--- config.mk ---
export PLATFORM = sky130hd
export DESIGN_NAME = level_switch_pump_controller_flat
export DESIGN_NICKNAME = d
export VERILOG_FILES = /design/src/lspc_pkg.sv /design/src/lspc_in_if.sv /design/src/lspc_out_if.sv /design/src/level_switch_pump_controller.sv /design/src/lspc_limits.sv /design/src/lspc_step.sv /design/src/flat_wrapper.sv
export SDC_FILE = /design/constraint.sdc
export NUM_CORES = 1
export LEC_CHECK = 0
export BUFFER_PORTS_ARGS = -buffer_cell sky130_fd_sc_hd__clkbuf_2
export CORE_MARGIN = 2
export CORE_UTILIZATION = 59
export DETAILED_ROUTE_END_ITERATION = 10
export GPL_ROUTABILITY_DRIVEN = 0
export PLACE_DENSITY = 0.77
export SLEW_MARGIN = 15
export SYNTH_ARGS = -nofsm -noshare
export SYNTH_HDL_FRONTEND = slang
export SYNTH_SLANG_ARGS = --single-unit
--- constraint.sdc ---
create_clock -name i_clk -period 7.1 [get_ports i_clk]
set_input_delay 0.355 -clock i_clk [delete_from_list [all_inputs] [get_ports i_clk]]
set_output_delay 0.355 -clock i_clk [all_outputs]
set_load 0.01 [all_outputs]
--- src/lspc_pkg.sv ---
// Shared types and constants of the level switch pump controller.
package lspc_pkg;

    // Limit registers hold milliseconds; 255 minutes fit in 24 bits.
    localparam int LIMIT_BITS = 24;
    localparam int CFG_DATA_W = 8;
    localparam int CFG_IDX_W  = 2;
    localparam int ELAPSED_W  = 16;

    localparam logic [LIMIT_BITS-1:0] MS_PER_MINUTE = LIMIT_BITS'(1000 * 60);

    // Register indexes on the configuration port
    localparam logic [CFG_IDX_W-1:0] CFG_MAX_RUN   = 2'd0;
    localparam logic [CFG_IDX_W-1:0] CFG_MIN_BREAK = 2'd1;

    // Reset values of the limits, in minutes
    localparam logic [CFG_DATA_W-1:0] MAX_RUN_RESET   = 8'd10;
    localparam logic [CFG_DATA_W-1:0] MIN_BREAK_RESET = 8'd60;

    typedef enum logic [1:0] {
        ST_OK     = 2'd0,
        ST_REFILL = 2'd1,
        ST_HIGH   = 2'd2,
        ST_LOW    = 2'd3
    } t_status;

    // Relay state carried from item to item
    typedef struct packed {
        logic pump_on;
        logic skimmer_on;
    } t_relays;

    typedef struct packed {
        logic                 high_switch;
        logic                 mid_switch;
        logic                 low_switch;
        logic [ELAPSED_W-1:0] elapsed_ms;
    } t_item;

    typedef struct packed {
        logic    pump_drive;
        logic    skimmer_drive;
        t_status status;
    } t_result;

endpackage

--- src/lspc_in_if.sv ---
// Input channel: switch levels and elapsed time.
interface lspc_in_if;
    logic                            valid;
    logic                            ready;
    logic                            high_switch;
    logic                            mid_switch;
    logic                            low_switch;
    logic [lspc_pkg::ELAPSED_W-1:0]  elapsed_ms;

    modport source (output valid, high_switch, mid_switch, low_switch, elapsed_ms,
                    input ready);
    modport sink   (input valid, high_switch, mid_switch, low_switch, elapsed_ms,
                    output ready);
endinterface

--- src/lspc_out_if.sv ---
// Output channel: relay commands and status.
interface lspc_out_if;
    logic       valid;
    logic       ready;
    logic       pump_drive;
    logic       skimmer_drive;
    logic [1:0] status;

    modport source (output valid, pump_drive, skimmer_drive, status, input ready);
    modport sink   (input valid, pump_drive, skimmer_drive, status, output ready);
endinterface

--- src/level_switch_pump_controller.sv ---
// Top level of the level switch pump controller.
// Takes one transaction per clock cycle while the output is not stalled; its
// result moves from the input register into the result register and stays
// until taken.
// The relay state and both timers update combinationally from the input
// register, so consecutive transactions never wait on each other. A stalled
// output holds the result register and the input register; the input side
// keeps accepting while the input register is free. Configuration writes
// take effect on the next cycle; limits are held in milliseconds.
module level_switch_pump_controller #(
    parameter int TIMER_BITS = 24
) (
    input  logic                             i_clk,
    input  logic                             i_rst_n,
    lspc_in_if.sink                          i_in,
    lspc_out_if.source                       o_out,
    input  logic                             i_cfg_we,
    input  logic [lspc_pkg::CFG_IDX_W-1:0]   i_cfg_idx,
    input  logic [lspc_pkg::CFG_DATA_W-1:0]  i_cfg_data
);

    logic                            r_in_vld;
    lspc_pkg::t_item                 r_item;
    logic                            r_out_vld;
    lspc_pkg::t_result               r_result;
    lspc_pkg::t_relays               r_relays;
    logic [TIMER_BITS-1:0]           r_since_on;
    logic [TIMER_BITS-1:0]           r_since_off;

    lspc_pkg::t_relays               n_relays;
    logic [TIMER_BITS-1:0]           n_since_on;
    logic [TIMER_BITS-1:0]           n_since_off;
    lspc_pkg::t_result               n_result;

    logic [lspc_pkg::LIMIT_BITS-1:0] max_run_ms;
    logic [lspc_pkg::LIMIT_BITS-1:0] min_break_ms;
    logic                            advance;
    logic                            in_take;

    lspc_limits u_limits (
        .i_clk          (i_clk),
        .i_rst_n        (i_rst_n),
        .i_cfg_we       (i_cfg_we),
        .i_cfg_idx      (i_cfg_idx),
        .i_cfg_data     (i_cfg_data),
        .o_max_run_ms   (max_run_ms),
        .o_min_break_ms (min_break_ms)
    );

    lspc_step #(
        .TIMER_BITS (TIMER_BITS)
    ) u_step (
        .i_item         (r_item),
        .i_relays       (r_relays),
        .i_since_on     (r_since_on),
        .i_since_off    (r_since_off),
        .i_max_run_ms   (max_run_ms),
        .i_min_break_ms (min_break_ms),
        .o_relays       (n_relays),
        .o_since_on     (n_since_on),
        .o_since_off    (n_since_off),
        .o_result       (n_result)
    );

    // Advance the held item when the result register is free or being taken
    assign advance     = r_in_vld && (!r_out_vld || o_out.ready);
    assign i_in.ready  = !r_in_vld || advance;
    assign in_take     = i_in.valid && i_in.ready;

    // Input register
    always_ff @(posedge i_clk) begin
        if (!i_rst_n) begin
            r_in_vld <= 1'b0;
        end else if (in_take) begin
            r_in_vld <= 1'b1;
        end else if (advance) begin
            r_in_vld <= 1'b0;
        end
    end

    always_ff @(posedge i_clk) begin
        if (in_take) begin
            r_item.high_switch <= i_in.high_switch;
            r_item.mid_switch  <= i_in.mid_switch;
            r_item.low_switch  <= i_in.low_switch;
            r_item.elapsed_ms  <= i_in.elapsed_ms;
        end
    end

    // State and result register: update on each advanced item
    always_ff @(posedge i_clk) begin
        if (!i_rst_n) begin
            r_out_vld   <= 1'b0;
            r_relays    <= '0;
            r_since_on  <= '0;
            r_since_off <= '0;
        end else if (advance) begin
            r_out_vld   <= 1'b1;
            r_relays    <= n_relays;
            r_since_on  <= n_since_on;
            r_since_off <= n_since_off;
        end else if (o_out.ready) begin
            r_out_vld   <= 1'b0;
        end
    end

    always_ff @(posedge i_clk) begin
        if (advance) begin
            r_result <= n_result;
        end
    end

    assign o_out.valid         = r_out_vld;
    assign o_out.pump_drive    = r_result.pump_drive;
    assign o_out.skimmer_drive = r_result.skimmer_drive;
    assign o_out.status        = r_result.status;

endmodule

--- src/lspc_limits.sv ---
// Limit registers: minutes written on the config port, held in milliseconds.
module lspc_limits (
    input  logic                                 i_clk,
    input  logic                                 i_rst_n,
    input  logic                                 i_cfg_we,
    input  logic [lspc_pkg::CFG_IDX_W-1:0]       i_cfg_idx,
    input  logic [lspc_pkg::CFG_DATA_W-1:0]      i_cfg_data,
    output logic [lspc_pkg::LIMIT_BITS-1:0]      o_max_run_ms,
    output logic [lspc_pkg::LIMIT_BITS-1:0]      o_min_break_ms
);

    logic [lspc_pkg::LIMIT_BITS-1:0] r_max_run_ms;
    logic [lspc_pkg::LIMIT_BITS-1:0] r_min_break_ms;
    logic [lspc_pkg::LIMIT_BITS-1:0] cfg_ms;

    // Scale the written minutes to milliseconds
    assign cfg_ms = lspc_pkg::LIMIT_BITS'(i_cfg_data) * lspc_pkg::MS_PER_MINUTE;

    // Hold limits; ignore indexes outside the register list
    always_ff @(posedge i_clk) begin
        if (!i_rst_n) begin
            r_max_run_ms   <= lspc_pkg::LIMIT_BITS'(lspc_pkg::MAX_RUN_RESET)
                              * lspc_pkg::MS_PER_MINUTE;
            r_min_break_ms <= lspc_pkg::LIMIT_BITS'(lspc_pkg::MIN_BREAK_RESET)
                              * lspc_pkg::MS_PER_MINUTE;
        end else if (i_cfg_we) begin
            if (i_cfg_idx == lspc_pkg::CFG_MAX_RUN) begin
                r_max_run_ms <= cfg_ms;
            end
            if (i_cfg_idx == lspc_pkg::CFG_MIN_BREAK) begin
                r_min_break_ms <= cfg_ms;
            end
        end
    end

    assign o_max_run_ms   = r_max_run_ms;
    assign o_min_break_ms = r_min_break_ms;

endmodule

--- src/lspc_step.sv ---
// Per-item decision: timer update, level priority and relay commands.
module lspc_step #(
    parameter int TIMER_BITS = 24
) (
    input  lspc_pkg::t_item                      i_item,
    input  lspc_pkg::t_relays                    i_relays,
    input  logic [TIMER_BITS-1:0]                i_since_on,
    input  logic [TIMER_BITS-1:0]                i_since_off,
    input  logic [lspc_pkg::LIMIT_BITS-1:0]      i_max_run_ms,
    input  logic [lspc_pkg::LIMIT_BITS-1:0]      i_min_break_ms,
    output lspc_pkg::t_relays                    o_relays,
    output logic [TIMER_BITS-1:0]                o_since_on,
    output logic [TIMER_BITS-1:0]                o_since_off,
    output lspc_pkg::t_result                    o_result
);

    localparam int CMP_W = (TIMER_BITS > lspc_pkg::LIMIT_BITS) ?
                           TIMER_BITS : lspc_pkg::LIMIT_BITS;

    logic [TIMER_BITS:0]   on_sum;
    logic [TIMER_BITS:0]   off_sum;
    logic [TIMER_BITS-1:0] on_sat;
    logic [TIMER_BITS-1:0] off_sat;
    logic                  run_over;
    logic                  break_over;

    // Saturating add of the elapsed time to both timers
    assign on_sum  = {1'b0, i_since_on}  + (TIMER_BITS+1)'(i_item.elapsed_ms);
    assign off_sum = {1'b0, i_since_off} + (TIMER_BITS+1)'(i_item.elapsed_ms);
    assign on_sat  = on_sum[TIMER_BITS]  ? '1 : on_sum[TIMER_BITS-1:0];
    assign off_sat = off_sum[TIMER_BITS] ? '1 : off_sum[TIMER_BITS-1:0];

    // Compare the updated timers with the limits
    assign run_over   = CMP_W'(on_sat)  > CMP_W'(i_max_run_ms);
    assign break_over = CMP_W'(off_sat) > CMP_W'(i_min_break_ms);

    // Pick the action in priority order: high alarm, low alarm, refill, level ok
    always_comb begin
        o_relays    = i_relays;
        o_since_on  = on_sat;
        o_since_off = off_sat;
        if (i_item.high_switch || !i_item.low_switch) begin
            o_relays.pump_on    = 1'b0;
            o_relays.skimmer_on = 1'b0;
            o_since_off         = '0;
            o_result.status     = i_item.high_switch ? lspc_pkg::ST_HIGH : lspc_pkg::ST_LOW;
        end else if (!i_item.mid_switch) begin
            if (i_relays.pump_on) begin
                if (run_over) begin
                    o_relays.pump_on = 1'b0;
                    o_since_off      = '0;
                end
            end else if (break_over) begin
                o_relays.pump_on = 1'b1;
                o_since_on       = '0;
            end
            o_result.status = lspc_pkg::ST_REFILL;
        end else begin
            if (i_relays.pump_on) begin
                o_relays.pump_on = 1'b0;
                o_since_off      = '0;
            end
            o_relays.skimmer_on = 1'b1;
            o_result.status     = lspc_pkg::ST_OK;
        end
        o_result.pump_drive    = o_relays.pump_on;
        o_result.skimmer_drive = o_relays.skimmer_on;
    end

endmodule

--- src/flat_wrapper.sv ---
// flat-port wrapper written by rule: the top's interface ports become plain ports
module level_switch_pump_controller_flat 
#(
    parameter int TIMER_BITS = 24
)
  (i_clk, i_rst_n, i_cfg_we, i_cfg_idx, i_cfg_data, i_in_valid, i_in_high_switch, i_in_mid_switch, i_in_low_switch, i_in_elapsed_ms, i_in_ready, o_out_valid, o_out_pump_drive, o_out_skimmer_drive, o_out_status, o_out_ready);
  lspc_in_if i_in_i ();
  lspc_out_if o_out_i ();
  input  logic i_clk;
  input  logic i_rst_n;
  input  logic i_cfg_we;
  input  logic [lspc_pkg::CFG_IDX_W-1:0] i_cfg_idx;
  input  logic [lspc_pkg::CFG_DATA_W-1:0] i_cfg_data;
  input wire logic [$bits(i_in_i.valid)-1:0] i_in_valid;
  input wire logic [$bits(i_in_i.high_switch)-1:0] i_in_high_switch;
  input wire logic [$bits(i_in_i.mid_switch)-1:0] i_in_mid_switch;
  input wire logic [$bits(i_in_i.low_switch)-1:0] i_in_low_switch;
  input wire logic [$bits(i_in_i.elapsed_ms)-1:0] i_in_elapsed_ms;
  output wire logic [$bits(i_in_i.ready)-1:0] i_in_ready;
  output wire logic [$bits(o_out_i.valid)-1:0] o_out_valid;
  output wire logic [$bits(o_out_i.pump_drive)-1:0] o_out_pump_drive;
  output wire logic [$bits(o_out_i.skimmer_drive)-1:0] o_out_skimmer_drive;
  output wire logic [$bits(o_out_i.status)-1:0] o_out_status;
  input wire logic [$bits(o_out_i.ready)-1:0] o_out_ready;
  assign i_in_i.valid = i_in_valid;
  assign i_in_i.high_switch = i_in_high_switch;
  assign i_in_i.mid_switch = i_in_mid_switch;
  assign i_in_i.low_switch = i_in_low_switch;
  assign i_in_i.elapsed_ms = i_in_elapsed_ms;
  assign i_in_ready = i_in_i.ready;
  assign o_out_valid = o_out_i.valid;
  assign o_out_pump_drive = o_out_i.pump_drive;
  assign o_out_skimmer_drive = o_out_i.skimmer_drive;
  assign o_out_status = o_out_i.status;
  assign o_out_i.ready = o_out_ready;
  level_switch_pump_controller #(.TIMER_BITS(TIMER_BITS)) u_core (.i_clk(i_clk), .i_rst_n(i_rst_n), .i_in(i_in_i), .o_out(o_out_i), .i_cfg_we(i_cfg_we), .i_cfg_idx(i_cfg_idx), .i_cfg_data(i_cfg_data));
endmodule
==> report_table.html, run 1 <==
<table>
<tr><th>Metric</th><th>Value</th></tr>
<tr><th colspan="2">STA</th></tr>
<tr><td>Max Fclk</td><td>179 MHz</td></tr>
<tr><td>Final-layout worst hold slack</td><td>0.108 ns</td></tr>
<tr><td>Clock skew</td><td>0.0107 ns</td></tr>
<tr><td>Setup violations, final</td><td>0</td></tr>
<tr><td>Total negative slack for setup checks</td><td>0 ns</td></tr>
<tr><td>Slew Limit Headroom</td><td>0.347</td></tr>
<tr><td>Ratio of final minimum period to clock period</td><td>0.785</td></tr>
<tr><td>Number of failing hold endpoints at the final stage</td><td>0</td></tr>
<tr><td>Number of pins exceeding their max-slew limit in the final report</td><td>0</td></tr>
<tr><td>Transition time at the pin with the least slew margin</td><td>0.977 ns</td></tr>
<tr><td>Worst setup margin</td><td>1.52 ns</td></tr>
<tr><td>Unrepaired setup endpoints after global routing</td><td>no</td></tr>
<tr><td>Min Clock Period, post-route</td><td>5.58 ns</td></tr>
<tr><th colspan="2">Yosys</th></tr>
<tr><td>Share of synthesized registers carrying an async set or reset</td><td>0</td></tr>
<tr><td>Synthesized area</td><td>8830 um^2</td></tr>
<tr><td>Average cell area after synthesis</td><td>8.94 um^2</td></tr>
<tr><td>Sequential area share after synthesis</td><td>0.282</td></tr>
<tr><td>Total nets after synthesis</td><td>1,166</td></tr>
<tr><td>EDFF count, synth</td><td>23</td></tr>
<tr><td>Number of distinct library cells after synthesis</td><td>82</td></tr>
<tr><td>Yosys warnings</td><td>0</td></tr>
<tr><td>Number of register bits inferred by synthesis</td><td>113</td></tr>
<tr><td>Gate count after technology mapping</td><td>988</td></tr>
<tr><td>Prevailing post-synth register cell</td><td>sky130_fd_sc_hd__dfxtp_1</td></tr>
<tr><th colspan="2">Routing</th></tr>
<tr><td>Mean routed wirelength per cell</td><td>17.3 um</td></tr>
<tr><td>Total iterations of the first detailed-routing run</td><td>5</td></tr>
<tr><td>Routed via count</td><td>7,384</td></tr>
<tr><td>WL final</td><td>21,100 um</td></tr>
<tr><td>Number of nets with antenna violations after detailed routing</td><td>0</td></tr>
<tr><td>Remaining DRCs</td><td>0</td></tr>
<tr><td>Via-per-instance ratio</td><td>6.05</td></tr>
<tr><td>Number of violations reported at the end of detailed-routing iteration 0</td><td>580</td></tr>
<tr><th colspan="2">Die</th></tr>
<tr><td>Top-level I/O count</td><td>40</td></tr>
<tr><td>Floorplan Core Area</td><td>14,600 um^2</td></tr>
<tr><td>Effective utilization at floorplan</td><td>0.605</td></tr>
<tr><td>Vert. Die Dim</td><td>126 um</td></tr>
<tr><td>Width of the die</td><td>126 um</td></tr>
<tr><td>Die outline area</td><td>16,000 um^2</td></tr>
<tr><td>Num rows</td><td>44</td></tr>
<tr><th colspan="2">Setup path</th></tr>
<tr><td>Worst Path Max Fanout</td><td>15</td></tr>
<tr><td>Kind of end point of the critical path</td><td>register</td></tr>
<tr><td>Startpoint type of the worst setup path</td><td>register</td></tr>
<tr><td>CP peak stage delay</td><td>0.71 ns</td></tr>
<tr><td>Required time at the endpoint of the critical path</td><td>7.37 ns</td></tr>
<tr><td>Worst-path cell with the longest stage delay</td><td>sky130_fd_sc_hd__o21ai_1</td></tr>
<tr><td>Top Family by Delay on Critical Path</td><td>compound AO/OA/AOI/OAI gates</td></tr>
<tr><td>Critical path class</td><td>reg -&gt; reg</td></tr>
<tr><td>Critical-path cell list</td><td>ha_1 &gt; fa_1 &gt; a211oi_1 &gt; o21bai_1 &gt; o2111ai_2 &gt; nand2_1 &gt; nand3_1 &gt; o21ai_0 &gt; a21o_1 &gt; ha_1 &gt; nand4_1 &gt; or2_2 &gt; nor3_1 &gt; a31o_2 &gt; o41ai_1 &gt; o21ai_1 &gt; o21ai_0 &gt; o2bb2ai_1</td></tr>
<tr><td>Data arrival at the endpoint of the critical path</td><td>5.85 ns</td></tr>
<tr><td>Buffers &amp; Inverters on Critical Path</td><td>0</td></tr>
<tr><th colspan="2">Clock network</th></tr>
<tr><td>CTS Hold Buffers Added</td><td>0</td></tr>
<tr><td>Total clock buffers created by CTS</td><td>17</td></tr>
<tr><td>H-tree level count</td><td>4</td></tr>
<tr><td>Clock tree from TritonCTS</td><td>built</td></tr>
<tr><td>Buffer depth of the longest clock path</td><td>2</td></tr>
<tr><td>Number of instances resized during post-cts repair</td><td>0</td></tr>
<tr><td>Clock sink count</td><td>113</td></tr>
<tr><td>Buffers inserted by post-CTS timing repair</td><td>0</td></tr>
<tr><td>CTS Root Buffer Type</td><td>sky130_fd_sc_hd__clkbuf_16</td></tr>
<tr><td>Clock-pin slew reported for the worst setup and hold paths after clock tree synthesis</td><td>0.05 ns</td></tr>
<tr><td>Clock latency on the worst-skew pair</td><td>0.42 ns</td></tr>
<tr><th colspan="2">Global route</th></tr>
<tr><td>Number of antenna violations at the first check in global routing</td><td>0</td></tr>
<tr><td>Global-route usage over all layers</td><td>0.276</td></tr>
<tr><td>Vias in the first global route</td><td>7,250</td></tr>
<tr><td>Overall overflow remaining after global route</td><td>0</td></tr>
<tr><td>Wire length of the first global-routing pass</td><td>35,500 um</td></tr>
<tr><td>Pin count of the biggest net entering global routing</td><td>68</td></tr>
<tr><th colspan="2">Final layout</th></tr>
<tr><td>Area delta synth-&gt;final</td><td>10.0%</td></tr>
<tr><td>Layout Utilization</td><td>0.666</td></tr>
<tr><td>Fraction of layout cells with a size suffix above 1</td><td>0.117</td></tr>
<tr><td>Commonest non-fill, non-tap cells in the layout</td><td>sky130_fd_sc_hd__ha_1 (120), sky130_fd_sc_hd__nand2_1 (110), sky130_fd_sc_hd__inv_1 (101), sky130_fd_sc_hd__dfxtp_1 (90), sky130_fd_sc_hd__o21ai_0 (50)</td></tr>
<tr><td>Final-stage net count</td><td>1,201</td></tr>
<tr><td>Ant diodes</td><td>0</td></tr>
<tr><td>Most frequent standard cell in the layout excluding fill and tap cells</td><td>sky130_fd_sc_hd__ha_1</td></tr>
<tr><td>Number of fill cells</td><td>1,208</td></tr>
<tr><td>Final non-filler cell total</td><td>1,220</td></tr>
<tr><th colspan="2">Pwr</th></tr>
<tr><td>Worst voltage drop across the vdd grid</td><td>222 uV</td></tr>
<tr><td>P per Cell Area</td><td>233 nW/um^2</td></tr>
<tr><td>Pleak</td><td>4.51 nW</td></tr>
<tr><th colspan="2">Placed design</th></tr>
<tr><td>Buffers on Ports</td><td>39</td></tr>
<tr><td>Worst setup timing slack at the placement stage</td><td>1.74 ns</td></tr>
<tr><td>Total placed cells including tap cells</td><td>1,188</td></tr>
<tr><td>Sum of net half-perimeters after detailed placement</td><td>16,100 um</td></tr>
<tr><th colspan="2">Min path</th></tr>
<tr><td>Worst hold path type</td><td>in -&gt; reg</td></tr>
<tr><th colspan="2">Job</th></tr>
<tr><td>Number of max-cap violations</td><td>0</td></tr>
<tr><th colspan="2">Status</th></tr>
<tr><td>Outcome</td><td>finished clean</td></tr>
</table>
-- cell usage after synthesis, types with 5 or more instances --
| cell type | number | area [um^2] |
|---|---|---|
| sky130_fd_sc_hd__or2_2 | 8 | 50.1 |
| sky130_fd_sc_hd__inv_1 | 101 | 379 |
| sky130_fd_sc_hd__a21o_1 | 21 | 158 |
| sky130_fd_sc_hd__mux2_2 | 7 | 78.8 |
| sky130_fd_sc_hd__nor2b_1 | 13 | 81.3 |
| sky130_fd_sc_hd__edfxtp_1 | 23 | 691 |
| sky130_fd_sc_hd__fa_1 | 24 | 480 |
| sky130_fd_sc_hd__a21oi_1 | 48 | 240 |
| sky130_fd_sc_hd__o21ai_1 | 6 | 30.0 |
| sky130_fd_sc_hd__xor2_1 | 16 | 140 |
| sky130_fd_sc_hd__a31oi_1 | 7 | 43.8 |
| sky130_fd_sc_hd__a22oi_1 | 7 | 52.6 |
| sky130_fd_sc_hd__nand2_1 | 110 | 413 |
| sky130_fd_sc_hd__dfxtp_1 | 90 | 1800 |
| sky130_fd_sc_hd__o21ai_0 | 50 | 250 |
| sky130_fd_sc_hd__nand2b_1 | 15 | 93.8 |
| sky130_fd_sc_hd__a211oi_1 | 8 | 60.1 |
| sky130_fd_sc_hd__and2_1 | 12 | 75.1 |
| sky130_fd_sc_hd__nor2_1 | 36 | 135 |
| sky130_fd_sc_hd__o211ai_1 | 21 | 158 |
| sky130_fd_sc_hd__nor3b_1 | 5 | 37.5 |
| sky130_fd_sc_hd__nor3_1 | 13 | 65.1 |
| sky130_fd_sc_hd__nand4_1 | 10 | 62.6 |
| sky130_fd_sc_hd__a22o_1 | 20 | 175 |
| sky130_fd_sc_hd__clkbuf_1 | 18 | 67.6 |
| sky130_fd_sc_hd__a21boi_1 | 7 | 52.6 |
| sky130_fd_sc_hd__and3_1 | 11 | 68.8 |
| sky130_fd_sc_hd__ha_1 | 120 | 1500 |
| sky130_fd_sc_hd__o21a_1 | 13 | 97.6 |
| sky130_fd_sc_hd__or3_1 | 9 | 56.3 |
| sky130_fd_sc_hd__nand3_1 | 25 | 125 |
| sky130_fd_sc_hd__xnor2_1 | 22 | 193 |
| sky130_fd_sc_hd__a21boi_0 | 12 | 90.1 |
-- flip-flops by register name, summed over array words and instances (netlist names), 2 cells and up --
name                            cells
u_core.r_item                      19
u_core.u_limits.o_max_run_ms       19
u_core.r_since_on                  24
u_core.u_limits.o_min_break_ms     19
u_core.o_out.status                 2
u_core.r_since_off                 24
u_core.r_relays                     2
-- cell type report --
class | instances | area (um^2) | area share
clock buffer | 23 | 478 | 0.0492
multi-input combinational | 747 | 5830 | 0.600
sequential | 113 | 2490 | 0.257
inverter | 101 | 379 | 0.0390
clock inverter | 9 | 82.6 | 0.00850
tap | 184 | 230 | 0.0237
timing repair buffer | 43 | 225 | 0.0232
-- final timing paths --
check	from	end	slack, ns	depth (start not counted)
max	u_core.r_item[0]$_DFFE_PP_	u_core.r_since_off[17]$_SDFFE_PN0P_	1.52	18
min	i_in_high_switch	u_core.r_item[18]$_DFFE_PP_	0.11	1
max reg2reg	u_core.r_item[0]$_DFFE_PP_	u_core.r_since_off[17]$_SDFFE_PN0P_	1.52	18
min reg2reg	u_core.r_since_on[0]$_SDFFE_PN0P_	u_core.r_since_on[0]$_SDFFE_PN0P_	0.46	2
-- through the flow --
step	instance area (um^2)	total power, W
finish	9710	0.00226
global route	9710	0.00240
CTS	9710	0.00227
detailed placement	9150	0.00146
global placement	9150	0.00144
floorplan	8830	0.00128
-- cells by family (layout without fill, tap and decap cells) --
| kind of cell | Yosys count | count (layout) | synth area share |
|---|---|---|---|
| AND/OR/NAND/NOR | 291 | 291 | 0.170 |
| AO/OA/AOI/OAI | 266 | 266 | 0.217 |
| adder cells (fa/ha/maj) | 144 | 144 | 0.224 |
| buffers and inverters | 128 | 176 | 0.0578 |
| flip-flops | 113 | 113 | 0.282 |
| XOR/XNOR | 38 | 38 | 0.0377 |
| multiplexers | 8 | 8 | 0.0101 |
-- routing by layer --
layer	track usage	share of wire	vias up
met2	0.442	0.46	204
met3	0.0464	0.044	57
met5	0	0	-
met1	0.370	0.46	3511
met4	0.123	0.035	0
li1	-	-	3612
-- where the power goes --
| group | switching [W] | internal [W] |
|---|---|---|
| combinational | 0.000435 | 0.000305 |
| sequential | 0.0000238 | 0.000694 |
| clock | 0.000300 | 0.000505 |
| total | 0.000759 | 0.00150 |
(Power assumes the default switching activity.)
==> run 2, diff against run 1 <==
--- a/config.mk
+++ b/config.mk
@@ -7,10 +7,10 @@
 export LEC_CHECK = 0
 export BUFFER_PORTS_ARGS = -buffer_cell sky130_fd_sc_hd__clkbuf_2
 export CORE_MARGIN = 2
-export CORE_UTILIZATION = 59
+export CORE_UTILIZATION = 57
 export DETAILED_ROUTE_END_ITERATION = 10
 export GPL_ROUTABILITY_DRIVEN = 0
-export PLACE_DENSITY = 0.77
+export PLACE_DENSITY = 0.78
 export SLEW_MARGIN = 15
 export SYNTH_ARGS = -nofsm -noshare
 export SYNTH_HDL_FRONTEND = slang
==> constraint.sdc (replaced) <==
create_clock -name i_clk -period 5.1 [get_ports i_clk]
set_input_delay 0.255 -clock i_clk [delete_from_list [all_inputs] [get_ports i_clk]]
set_output_delay 0.255 -clock i_clk [all_outputs]
set_load 0.01 [all_outputs]
==> run 2 against run 1 <==
  * Total power is 45% higher
  * Critical endpoint is now u_core.r_since_on[17]$_SDFFE_PN0P_
  * Hold slack worse by 0.098 ns
  * Largest cell class unchanged
  * Combinational power is 43% higher
  * Highest routed layer unchanged
  * Fmax is 15% higher
==> report_table.html, run 2 (synthesized netlist as in run 1, its figures left out) <==
<table>
<tr><th>Metric</th><th>Value</th></tr>
<tr><th colspan="2">Pwr</th></tr>
<tr><td>P per Cell Area</td><td>326 nW/um^2 (was 233 nW/um^2)</td></tr>
<tr><td>Share of power burned in the clock network</td><td>0.371 (was 0.356)</td></tr>
<tr><td>Power share of the sequential group</td><td>0.305 (was 0.317)</td></tr>
<tr><td>Internal power</td><td>0.00217 W (was 0.00150 W)</td></tr>
<tr><td>Worst voltage drop across the vdd grid</td><td>290 uV (was 222 uV)</td></tr>
<tr><td>Switching power</td><td>0.00110 W (was 0.000759 W)</td></tr>
<tr><td>Pleak</td><td>4.68 nW (was 4.51 nW)</td></tr>
<tr><td>Share of power burned in combinational logic</td><td>0.324 (was 0.327)</td></tr>
<tr><td>Fraction of power spent switching nets</td><td>0.337 (was 0.335)</td></tr>
<tr><td>Overall power after layout</td><td>0.00327 W (was 0.00226 W)</td></tr>
<tr><th colspan="2">Placed design</th></tr>
<tr><td>Total placed cells including tap cells</td><td>1,202 (was 1,188)</td></tr>
<tr><td>Worst setup timing slack at the placement stage</td><td>0.0828 ns (was 1.74 ns)</td></tr>
<tr><td>Buffers on Ports</td><td>39 (unchanged)</td></tr>
<tr><td>Sum of net half-perimeters after detailed placement</td><td>16,200 um (was 16,100 um)</td></tr>
<tr><th colspan="2">STA</th></tr>
<tr><td>Unrepaired setup endpoints after global routing</td><td>no (unchanged)</td></tr>
<tr><td>Min Clock Period, post-route</td><td>4.85 ns (was 5.58 ns)</td></tr>
<tr><td>Slew Limit Headroom</td><td>0.340 (was 0.347)</td></tr>
<tr><td>Ratio of final minimum period to clock period</td><td>0.951 (was 0.785)</td></tr>
<tr><td>Number of pins exceeding their max-slew limit in the final report</td><td>0 (unchanged)</td></tr>
<tr><td>Worst setup margin</td><td>0.252 ns (was 1.52 ns)</td></tr>
<tr><td>Clock skew</td><td>0.0125 ns (was 0.0107 ns)</td></tr>
<tr><td>Max Fclk</td><td>206 MHz (was 179 MHz)</td></tr>
<tr><td>Total negative slack for setup checks</td><td>0 ns (unchanged)</td></tr>
<tr><td>Setup violations, final</td><td>0 (unchanged)</td></tr>
<tr><td>Number of failing hold endpoints at the final stage</td><td>0 (unchanged)</td></tr>
<tr><td>Transition time at the pin with the least slew margin</td><td>0.989 ns (was 0.977 ns)</td></tr>
<tr><th colspan="2">Final layout</th></tr>
<tr><td>Most frequent standard cell in the layout excluding fill and tap cells</td><td>sky130_fd_sc_hd__ha_1 (unchanged)</td></tr>
<tr><td>Combined flip-flop and latch cell area</td><td>2490 um^2 (unchanged)</td></tr>
<tr><td>Area delta synth-&gt;final</td><td>13.7% (was 10.0%)</td></tr>
<tr><td>Final non-filler cell total</td><td>1,250 (was 1,220)</td></tr>
<tr><td>Fraction of layout cells with a size suffix above 1</td><td>0.138 (was 0.117)</td></tr>
<tr><td>Ant diodes</td><td>0 (unchanged)</td></tr>
<tr><td>Commonest non-fill, non-tap cells in the layout</td><td>sky130_fd_sc_hd__ha_1 (119), sky130_fd_sc_hd__nand2_1 (110), sky130_fd_sc_hd__inv_1 (101), sky130_fd_sc_hd__dfxtp_1 (90), sky130_fd_sc_hd__o21ai_0 (49) (was sky130_fd_sc_hd__ha_1 (120), sky130_fd_sc_hd__nand2_1 (110), sky130_fd_sc_hd__inv_1 (101), sky130_fd_sc_hd__dfxtp_1 (90), sky130_fd_sc_hd__o21ai_0 (50))</td></tr>
<tr><td>Registers with the most flip-flops</td><td>u_core.r_since_off (24), u_core.r_since_on (24) (unchanged)</td></tr>
<tr><td>Layout Utilization</td><td>0.663 (was 0.666)</td></tr>
<tr><td>Final-stage net count</td><td>1,227 (was 1,201)</td></tr>
<tr><td>Number of fill cells</td><td>1,218 (was 1,208)</td></tr>
<tr><td>Footprint of the multi-input gates</td><td>5860 um^2 (was 5830 um^2)</td></tr>
<tr><th colspan="2">Setup path</th></tr>
<tr><td>Required time at the endpoint of the critical path</td><td>5.41 ns (was 7.37 ns)</td></tr>
<tr><td>Worst-path cell with the longest stage delay</td><td>sky130_fd_sc_hd__fa_1 (was sky130_fd_sc_hd__o21ai_1)</td></tr>
<tr><td>Kind of end point of the critical path</td><td>register (unchanged)</td></tr>
<tr><td>Worst Path Max Fanout</td><td>11 (was 15)</td></tr>
<tr><td>CP peak stage delay</td><td>0.42 ns (was 0.71 ns)</td></tr>
<tr><td>Data arrival at the endpoint of the critical path</td><td>5.16 ns (was 5.85 ns)</td></tr>
<tr><td>Critical-path cell list</td><td>ha_1 &gt; fa_1 &gt; a211oi_2 &gt; o21ai_1 &gt; a21o_1 &gt; a21oi_2 &gt; o21a_2 &gt; nand2b_4 &gt; buf_4 &gt; o21ai_0 &gt; ha_1 &gt; nand4_1 &gt; nor4_4 &gt; o21ai_1 &gt; and4b_1 &gt; nor3_4 &gt; a21oi_1 &gt; buf_4 &gt; a21o_1 &gt; a22o_1 (was ha_1 &gt; fa_1 &gt; a211oi_1 &gt; o21bai_1 &gt; o2111ai_2 &gt; nand2_1 &gt; nand3_1 &gt; o21ai_0 &gt; a21o_1 &gt; ha_1 &gt; nand4_1 &gt; or2_2 &gt; nor3_1 &gt; a31o_2 &gt; o41ai_1 &gt; o21ai_1 &gt; o21ai_0 &gt; o2bb2ai_1)</td></tr>
<tr><td>Startpoint type of the worst setup path</td><td>register (unchanged)</td></tr>
<tr><td>Critical path class</td><td>reg -&gt; reg (unchanged)</td></tr>
<tr><th colspan="2">Die</th></tr>
<tr><td>Effective utilization at floorplan</td><td>0.583 (was 0.605)</td></tr>
<tr><td>Floorplan Core Area</td><td>15,100 um^2 (was 14,600 um^2)</td></tr>
<tr><td>Top-level I/O count</td><td>40 (unchanged)</td></tr>
<tr><td>Vert. Die Dim</td><td>128 um (was 126 um)</td></tr>
<tr><td>Die outline area</td><td>16,500 um^2 (was 16,000 um^2)</td></tr>
<tr><td>Num rows</td><td>45 (was 44)</td></tr>
<tr><td>Width of the die</td><td>128 um (was 126 um)</td></tr>
<tr><th colspan="2">Global route</th></tr>
<tr><td>Overall overflow remaining after global route</td><td>0 (unchanged)</td></tr>
<tr><td>Pin count of the biggest net entering global routing</td><td>67 (was 68)</td></tr>
<tr><td>Wire length of the first global-routing pass</td><td>35,800 um (was 35,500 um)</td></tr>
<tr><td>Global-route usage over all layers</td><td>0.274 (was 0.276)</td></tr>
<tr><td>Number of antenna violations at the first check in global routing</td><td>1 (was 0)</td></tr>
<tr><td>Vias in the first global route</td><td>7,270 (was 7,250)</td></tr>
<tr><th colspan="2">Job</th></tr>
<tr><td>Number of max-cap violations</td><td>0 (unchanged)</td></tr>
<tr><th colspan="2">Min path</th></tr>
<tr><td>Worst hold path type</td><td>in -&gt; reg (unchanged)</td></tr>
<tr><th colspan="2">Routing</th></tr>
<tr><td>Number of nets with antenna violations after detailed routing</td><td>0 (unchanged)</td></tr>
<tr><td>Routed via count</td><td>7,534 (was 7,384)</td></tr>
<tr><td>Remaining DRCs</td><td>0 (unchanged)</td></tr>
<tr><td>Total iterations of the first detailed-routing run</td><td>5 (unchanged)</td></tr>
<tr><td>WL final</td><td>21,900 um (was 21,100 um)</td></tr>
<tr><td>Via-per-instance ratio</td><td>6.03 (was 6.05)</td></tr>
<tr><td>Mean routed wirelength per cell</td><td>17.5 um (was 17.3 um)</td></tr>
<tr><td>Number of violations reported at the end of detailed-routing iteration 0</td><td>724 (was 580)</td></tr>
<tr><th colspan="2">Clock network</th></tr>
<tr><td>Buffer depth of the longest clock path</td><td>2 (unchanged)</td></tr>
<tr><td>Clock-pin slew reported for the worst setup and hold paths after clock tree synthesis</td><td>0.06 ns (was 0.05 ns)</td></tr>
<tr><td>CTS Root Buffer Type</td><td>sky130_fd_sc_hd__clkbuf_16 (unchanged)</td></tr>
<tr><td>Clock tree from TritonCTS</td><td>built (unchanged)</td></tr>
<tr><td>Clock sink count</td><td>113 (unchanged)</td></tr>
<tr><td>H-tree level count</td><td>4 (unchanged)</td></tr>
<tr><td>Total clock buffers created by CTS</td><td>17 (unchanged)</td></tr>
<tr><td>Clock latency on the worst-skew pair</td><td>0.43 ns (was 0.42 ns)</td></tr>
<tr><th colspan="2">Status</th></tr>
<tr><td>Outcome</td><td>finished clean (unchanged)</td></tr>
</table>
## run 2: what timing repair did
item	4_1_cts	5_1_grt
setup buffers	0	7
setup endpoints to repair	0	41
gates resized for setup	0	8
hold buffers	7	2
hold endpoints to repair	7	2
## run 2: per-layer routing
metal | up-vias | GRT usage | wire, um
met3 | 50 | 0.0536 | 1210
met5 | - | 0 | 0
met2 | 231 | 0.448 | 10300
met1 | 3595 | 0.365 | 9830
met4 | 0 | 0.0944 | 540
li1 | 3658 | - | -
## run 2: worst max-delay path, delay by kind of cell (launching register included)
kind / cells / cell delay, ns
flops: 1 / 0.40
buf+inv: 2 / 0.36
fa+ha+maj: 3 / 0.97
compound gates: 10 / 1.81
simple gates: 5 / 1.19
## run 2: worst paths after layout
| path | startpoint | to | slack, ns | depth (start not counted) |
|---|---|---|---|---|
| setup / recovery | u_core.r_item[0]$_DFFE_PP_ | u_core.r_since_on[17]$_SDFFE_PN0P_ | 0.25 | 20 |
| setup reg to reg | u_core.r_item[0]$_DFFE_PP_ | u_core.r_since_on[17]$_SDFFE_PN0P_ | 0.25 | 20 |
| hold reg to reg | u_core.r_since_on[3]$_SDFFE_PN0P_ | u_core.r_since_on[3]$_SDFFE_PN0P_ | 0.46 | 2 |
| hold / removal | i_in_elapsed_ms[1] | u_core.r_item[1]$_DFFE_PP_ | 0.01 | 1 |
## run 2: cell type report
| cell class | count | area share |
|---|---|---|
| timing repair buffer | 69 | 0.0454 |
| inverter | 101 | 0.0378 |
| sequential | 113 | 0.248 |
| tap | 188 | 0.0234 |
| multi-input combinational | 747 | 0.584 |
| clock buffer | 22 | 0.0515 |
| clock inverter | 10 | 0.00948 |
## run 2: power by group through the flow
stage                     sequential, W  clock, W  combinational (W)
after floorplan                 0.00100         0           0.000778
after global placement          0.00101         0            0.00101
after detailed placement        0.00102         0            0.00103
after CTS                      0.000998   0.00122            0.00105
after global routing            0.00100   0.00127            0.00119
final                          0.000999   0.00121            0.00106
## run 2: through the flow
step                hold slack, ns  instance area [um^2]
global route               0.00147                 10000
finish                     0.00979                 10000
floorplan                    0.354                  8830
global placement             0.432                  9250
CTS                       0.000563                  9930
detailed placement           0.434                  9250
==> run 3, diff against run 2 <==
--- a/config.mk
+++ b/config.mk
@@ -10,7 +10,7 @@
 export CORE_UTILIZATION = 57
 export DETAILED_ROUTE_END_ITERATION = 10
 export GPL_ROUTABILITY_DRIVEN = 0
-export PLACE_DENSITY = 0.78
+export PLACE_DENSITY = 0.84
 export SLEW_MARGIN = 15
 export SYNTH_ARGS = -nofsm -noshare
 export SYNTH_HDL_FRONTEND = slang
==> run 3 against run 2 <==
  * Non-clock buffer count down 10
  * Setup slack worse by 0.10 ns
  * Utilization shrank 0.53 points
  * Critical path depth fell by 1
  * First-iteration DRC count fell by 8.4%
  * Combinational power about the same
  * Clock skew is 0.0048 ns lower
  * Cell count decreased by 0.88%
  * Critical endpoint is now u_core.r_since_off[15]$_SDFFE_PN0P_
  * Highest routed layer unchanged
==> report_table.html, run 3 (synthesized netlist as in run 1, its figures left out) <==
<table>
<tr><th>Metric</th><th>Value</th></tr>
<tr><th colspan="2">Setup path</th></tr>
<tr><td>CP peak stage delay</td><td>0.45 ns (was 0.42 ns)</td></tr>
<tr><td>Worst-path cell with the longest stage delay</td><td>sky130_fd_sc_hd__a2111oi_1 (was sky130_fd_sc_hd__fa_1)</td></tr>
<tr><td>Critical-path cell list</td><td>ha_1 &gt; a2111oi_1 &gt; o21ai_1 &gt; a41oi_2 &gt; o311ai_2 &gt; a21oi_2 &gt; buf_4 &gt; nand2b_1 &gt; xor2_1 &gt; nand2_1 &gt; ha_1 &gt; nand4_1 &gt; or2_2 &gt; nor3_1 &gt; a31o_2 &gt; o41ai_2 &gt; or2_1 &gt; and2_4 &gt; a22o_1 (was ha_1 &gt; fa_1 &gt; a211oi_2 &gt; o21ai_1 &gt; a21o_1 &gt; a21oi_2 &gt; o21a_2 &gt; nand2b_4 &gt; buf_4 &gt; o21ai_0 &gt; ha_1 &gt; nand4_1 &gt; nor4_4 &gt; o21ai_1 &gt; and4b_1 &gt; nor3_4 &gt; a21oi_1 &gt; buf_4 &gt; a21o_1 &gt; a22o_1)</td></tr>
<tr><td>Startpoint type of the worst setup path</td><td>register (unchanged)</td></tr>
<tr><td>Path depth of the worst reg2reg path</td><td>19 (was 20)</td></tr>
<tr><td>Worst Path Max Fanout</td><td>13 (was 11)</td></tr>
<tr><td>Buffers &amp; Inverters on Critical Path</td><td>1 (was 2)</td></tr>
<tr><td>Worst reg2reg setup slack</td><td>0.15 ns (was 0.25 ns)</td></tr>
<tr><td>Most repeated library cell on the critical path</td><td>sky130_fd_sc_hd__ha_1</td></tr>
<tr><td>Origin of the critical flop-to-flop path</td><td>u_core.r_item[6]$_DFFE_PP_ (was u_core.r_item[0]$_DFFE_PP_)</td></tr>
<tr><td>Kind of end point of the critical path</td><td>register (unchanged)</td></tr>
<tr><td>Data arrival at the endpoint of the critical path</td><td>5.26 ns (was 5.16 ns)</td></tr>
<tr><td>Critical path class</td><td>reg -&gt; reg (unchanged)</td></tr>
<tr><td>Required time at the endpoint of the critical path</td><td>5.41 ns (about the same)</td></tr>
<tr><td>Reg-to-reg endpoint</td><td>u_core.r_since_off[15]$_SDFFE_PN0P_ (was u_core.r_since_on[17]$_SDFFE_PN0P_)</td></tr>
<tr><td>Top Family by Delay on Critical Path</td><td>compound AO/OA/AOI/OAI gates (unchanged)</td></tr>
<tr><th colspan="2">Routing</th></tr>
<tr><td>Routed via count</td><td>7,583 (was 7,534)</td></tr>
<tr><td>Total iterations of the first detailed-routing run</td><td>5 (unchanged)</td></tr>
<tr><td>Number of nets with antenna violations after detailed routing</td><td>0 (unchanged)</td></tr>
<tr><td>Number of violations reported at the end of detailed-routing iteration 0</td><td>663 (was 724)</td></tr>
<tr><td>WL final</td><td>22,200 um (was 21,900 um)</td></tr>
<tr><td>Via-per-instance ratio</td><td>6.12 (was 6.03)</td></tr>
<tr><td>Mean routed wirelength per cell</td><td>17.9 um (was 17.5 um)</td></tr>
<tr><td>Remaining DRCs</td><td>0 (unchanged)</td></tr>
<tr><th colspan="2">STA</th></tr>
<tr><td>Number of failing hold endpoints at the final stage</td><td>0 (unchanged)</td></tr>
<tr><td>Setup violations, final</td><td>0 (unchanged)</td></tr>
<tr><td>Clock skew</td><td>0.00775 ns (was 0.0125 ns)</td></tr>
<tr><td>Transition time at the pin with the least slew margin</td><td>0.934 ns (was 0.989 ns)</td></tr>
<tr><td>Slew Limit Headroom</td><td>0.376 (was 0.340)</td></tr>
<tr><td>Number of pins exceeding their max-slew limit in the final report</td><td>0 (unchanged)</td></tr>
<tr><td>Ratio of final minimum period to clock period</td><td>0.971 (was 0.951)</td></tr>
<tr><td>Max Fclk</td><td>202 MHz (was 206 MHz)</td></tr>
<tr><td>Min Clock Period, post-route</td><td>4.95 ns (was 4.85 ns)</td></tr>
<tr><th colspan="2">Die</th></tr>
<tr><td>Die outline area</td><td>16,500 um^2 (unchanged)</td></tr>
<tr><td>Floorplan Core Area</td><td>15,100 um^2 (unchanged)</td></tr>
<tr><td>Num rows</td><td>45 (unchanged)</td></tr>
<tr><td>Width of the die</td><td>128 um (unchanged)</td></tr>
<tr><td>Top-level I/O count</td><td>40 (unchanged)</td></tr>
<tr><td>Effective utilization at floorplan</td><td>0.583 (unchanged)</td></tr>
<tr><td>Vert. Die Dim</td><td>128 um (unchanged)</td></tr>
<tr><th colspan="2">Final layout</th></tr>
<tr><td>Layout Utilization</td><td>0.657 (was 0.663)</td></tr>
<tr><td>Commonest non-fill, non-tap cells in the layout</td><td>sky130_fd_sc_hd__ha_1 (120), sky130_fd_sc_hd__nand2_1 (110), sky130_fd_sc_hd__inv_1 (101), sky130_fd_sc_hd__dfxtp_1 (90), sky130_fd_sc_hd__o21ai_0 (50) (was sky130_fd_sc_hd__ha_1 (119), sky130_fd_sc_hd__nand2_1 (110), sky130_fd_sc_hd__inv_1 (101), sky130_fd_sc_hd__dfxtp_1 (90), sky130_fd_sc_hd__o21ai_0 (49))</td></tr>
<tr><td>Final-stage net count</td><td>1,217 (was 1,227)</td></tr>
<tr><td>Fraction of layout cells with a size suffix above 1</td><td>0.131 (was 0.138)</td></tr>
<tr><td>Most frequent standard cell in the layout excluding fill and tap cells</td><td>sky130_fd_sc_hd__ha_1 (unchanged)</td></tr>
<tr><td>Area delta synth-&gt;final</td><td>12.8% (was 13.7%)</td></tr>
<tr><td>Ant diodes</td><td>0 (unchanged)</td></tr>
<tr><td>Final non-filler cell total</td><td>1,239 (was 1,250)</td></tr>
<tr><td>Registers with the most flip-flops</td><td>u_core.r_since_off (24), u_core.r_since_on (24) (unchanged)</td></tr>
<tr><th colspan="2">Status</th></tr>
<tr><td>Outcome</td><td>finished clean (unchanged)</td></tr>
<tr><th colspan="2">Clock network</th></tr>
<tr><td>Clock-pin slew reported for the worst setup and hold paths after clock tree synthesis</td><td>0.06 ns (about the same)</td></tr>
<tr><td>Buffer depth of the longest clock path</td><td>2 (unchanged)</td></tr>
<tr><td>Clock sink count</td><td>113 (unchanged)</td></tr>
<tr><td>CTS Root Buffer Type</td><td>sky130_fd_sc_hd__clkbuf_16 (unchanged)</td></tr>
<tr><td>Total clock buffers created by CTS</td><td>17 (unchanged)</td></tr>
<tr><td>Clock latency on the worst-skew pair</td><td>0.42 ns (was 0.43 ns)</td></tr>
<tr><td>Clock tree from TritonCTS</td><td>built (unchanged)</td></tr>
<tr><td>H-tree level count</td><td>4 (unchanged)</td></tr>
<tr><th colspan="2">Global route</th></tr>
<tr><td>Pin count of the biggest net entering global routing</td><td>52 (was 67)</td></tr>
<tr><td>Wire length of the first global-routing pass</td><td>36,300 um (was 35,800 um)</td></tr>
<tr><td>Number of antenna violations at the first check in global routing</td><td>0 (was 1)</td></tr>
<tr><td>GR Layer Usage met1</td><td>0.350 (was 0.365)</td></tr>
<tr><td>Met2 demand-to-capacity share in global routing</td><td>0.464 (was 0.448)</td></tr>
<tr><td>GRT met3 Usage</td><td>0.0615 (was 0.0536)</td></tr>
<tr><td>Vias in the first global route</td><td>7,506 (was 7,270)</td></tr>
<tr><td>Global-route usage over all layers</td><td>0.278 (was 0.274)</td></tr>
<tr><td>Overall overflow remaining after global route</td><td>0 (unchanged)</td></tr>
<tr><td>Layer with the highest usage</td><td>met2 (unchanged)</td></tr>
<tr><th colspan="2">Min path</th></tr>
<tr><td>Worst hold path type</td><td>in -&gt; reg (unchanged)</td></tr>
<tr><td>Critical hold path startpoint</td><td>i_in_mid_switch (was i_in_elapsed_ms[1])</td></tr>
<tr><td>Worst Hold Endpoint</td><td>u_core.r_item[17]$_DFFE_PP_ (was u_core.r_item[1]$_DFFE_PP_)</td></tr>
<tr><td>Hold path depth</td><td>1 (unchanged)</td></tr>
<tr><th colspan="2">Pwr</th></tr>
<tr><td>Pleak</td><td>4.65 nW (was 4.68 nW)</td></tr>
<tr><td>Worst voltage drop across the vdd grid</td><td>344 uV (was 290 uV)</td></tr>
<tr><td>P per Cell Area</td><td>330 nW/um^2 (was 326 nW/um^2)</td></tr>
<tr><th colspan="2">Placed design</th></tr>
<tr><td>Sum of net half-perimeters after detailed placement</td><td>16,300 um (was 16,200 um)</td></tr>
<tr><td>Buffers on Ports</td><td>39 (unchanged)</td></tr>
<tr><td>Total placed cells including tap cells</td><td>1,201 (was 1,202)</td></tr>
<tr><th colspan="2">Job</th></tr>
<tr><td>Number of max-cap violations</td><td>0 (unchanged)</td></tr>
</table>
-- run 3: routing by layer --
metal	routed length, um	part of all wire
met2	10400	0.47
met3	1420	0.064
met5	0	0
met4	803	0.036
met1	9510	0.43
-- run 3: cell type report --
class,count,area (um^2)
clock buffer,23,509
clock inverter,8,98.8
fill,1157,5190
inverter,101,379
multi-input combinational,747,5860
sequential,113,2490
tap,188,235
timing repair buffer,59,380
-- run 3: what timing repair did --
item                       in CTS  in global routing
pin swaps                       0                  6
resized for setup               1                  6
setup endpoints to repair       1                 37
setup buffers                   0                  3
hold buffers                    3                  1
hold endpoints to repair        3                  1
-- run 3: metrics by stage --
stage / total power (W) / hold slack, ns / TNS [ns] / setup slack, ns / instance area, um^2
floorplan: 0.00178 / 0.354 / 0 / 0.548 / 8830
global placement: 0.00201 / 0.432 / 0 / 0.247 / 9250
detailed placement: 0.00205 / 0.434 / 0 / 0.0837 / 9250
CTS: 0.00327 / 0.000599 / 0 / 0.103 / 9890
global route: 0.00346 / 0.000899 / -0.0416 / -0.0215 / 9950
finish: 0.00328 / 0.00865 / 0 / 0.150 / 9950
-- run 3: how the worst max path moves through the flow --
stage                     slack (ns)                                   to  cells after the start                       start
final                           0.15  u_core.r_since_off[15]$_SDFFE_PN0P_                     19  u_core.r_item[6]$_DFFE_PP_
after global routing           -0.02   u_core.r_since_on[21]$_SDFFE_PN0P_                     19  u_core.r_item[0]$_DFFE_PP_
after CTS                       0.10   u_core.r_since_on[17]$_SDFFE_PN0P_                     20  u_core.r_item[0]$_DFFE_PP_
after detailed placement        0.08   u_core.r_since_on[17]$_SDFFE_PN0P_                     20  u_core.r_item[0]$_DFFE_PP_
after global placement          0.25   u_core.r_since_on[17]$_SDFFE_PN0P_                     20  u_core.r_item[0]$_DFFE_PP_
after floorplan                 0.55   u_core.r_since_on[14]$_SDFFE_PN0P_                     22  u_core.r_item[0]$_DFFE_PP_
-- run 3: worst reg2reg max path, cell delays in order (launching register included) --
cell                        delay, ns
sky130_fd_sc_hd__edfxtp_1        0.43
sky130_fd_sc_hd__ha_1            0.39
sky130_fd_sc_hd__a2111oi_1       0.45
sky130_fd_sc_hd__o21ai_1         0.20
sky130_fd_sc_hd__a41oi_2         0.35
sky130_fd_sc_hd__o311ai_2        0.20
sky130_fd_sc_hd__a21oi_2         0.20
sky130_fd_sc_hd__buf_4           0.14
sky130_fd_sc_hd__nand2b_1        0.15
sky130_fd_sc_hd__xor2_1          0.15
sky130_fd_sc_hd__nand2_1         0.07
sky130_fd_sc_hd__ha_1            0.30
sky130_fd_sc_hd__nand4_1         0.09
sky130_fd_sc_hd__or2_2           0.30
sky130_fd_sc_hd__nor3_1          0.34
sky130_fd_sc_hd__a31o_2          0.22
sky130_fd_sc_hd__o41ai_2         0.08
sky130_fd_sc_hd__or2_1           0.30
sky130_fd_sc_hd__and2_4          0.22
sky130_fd_sc_hd__a22o_1          0.25
-- run 3: where the power goes --
group,switching [W],total [W],internal [W]
clock network,0.000425,0.00122,0.000796
logic,0.000629,0.00106,0.000432
registers,0.0000336,0.000999,0.000966
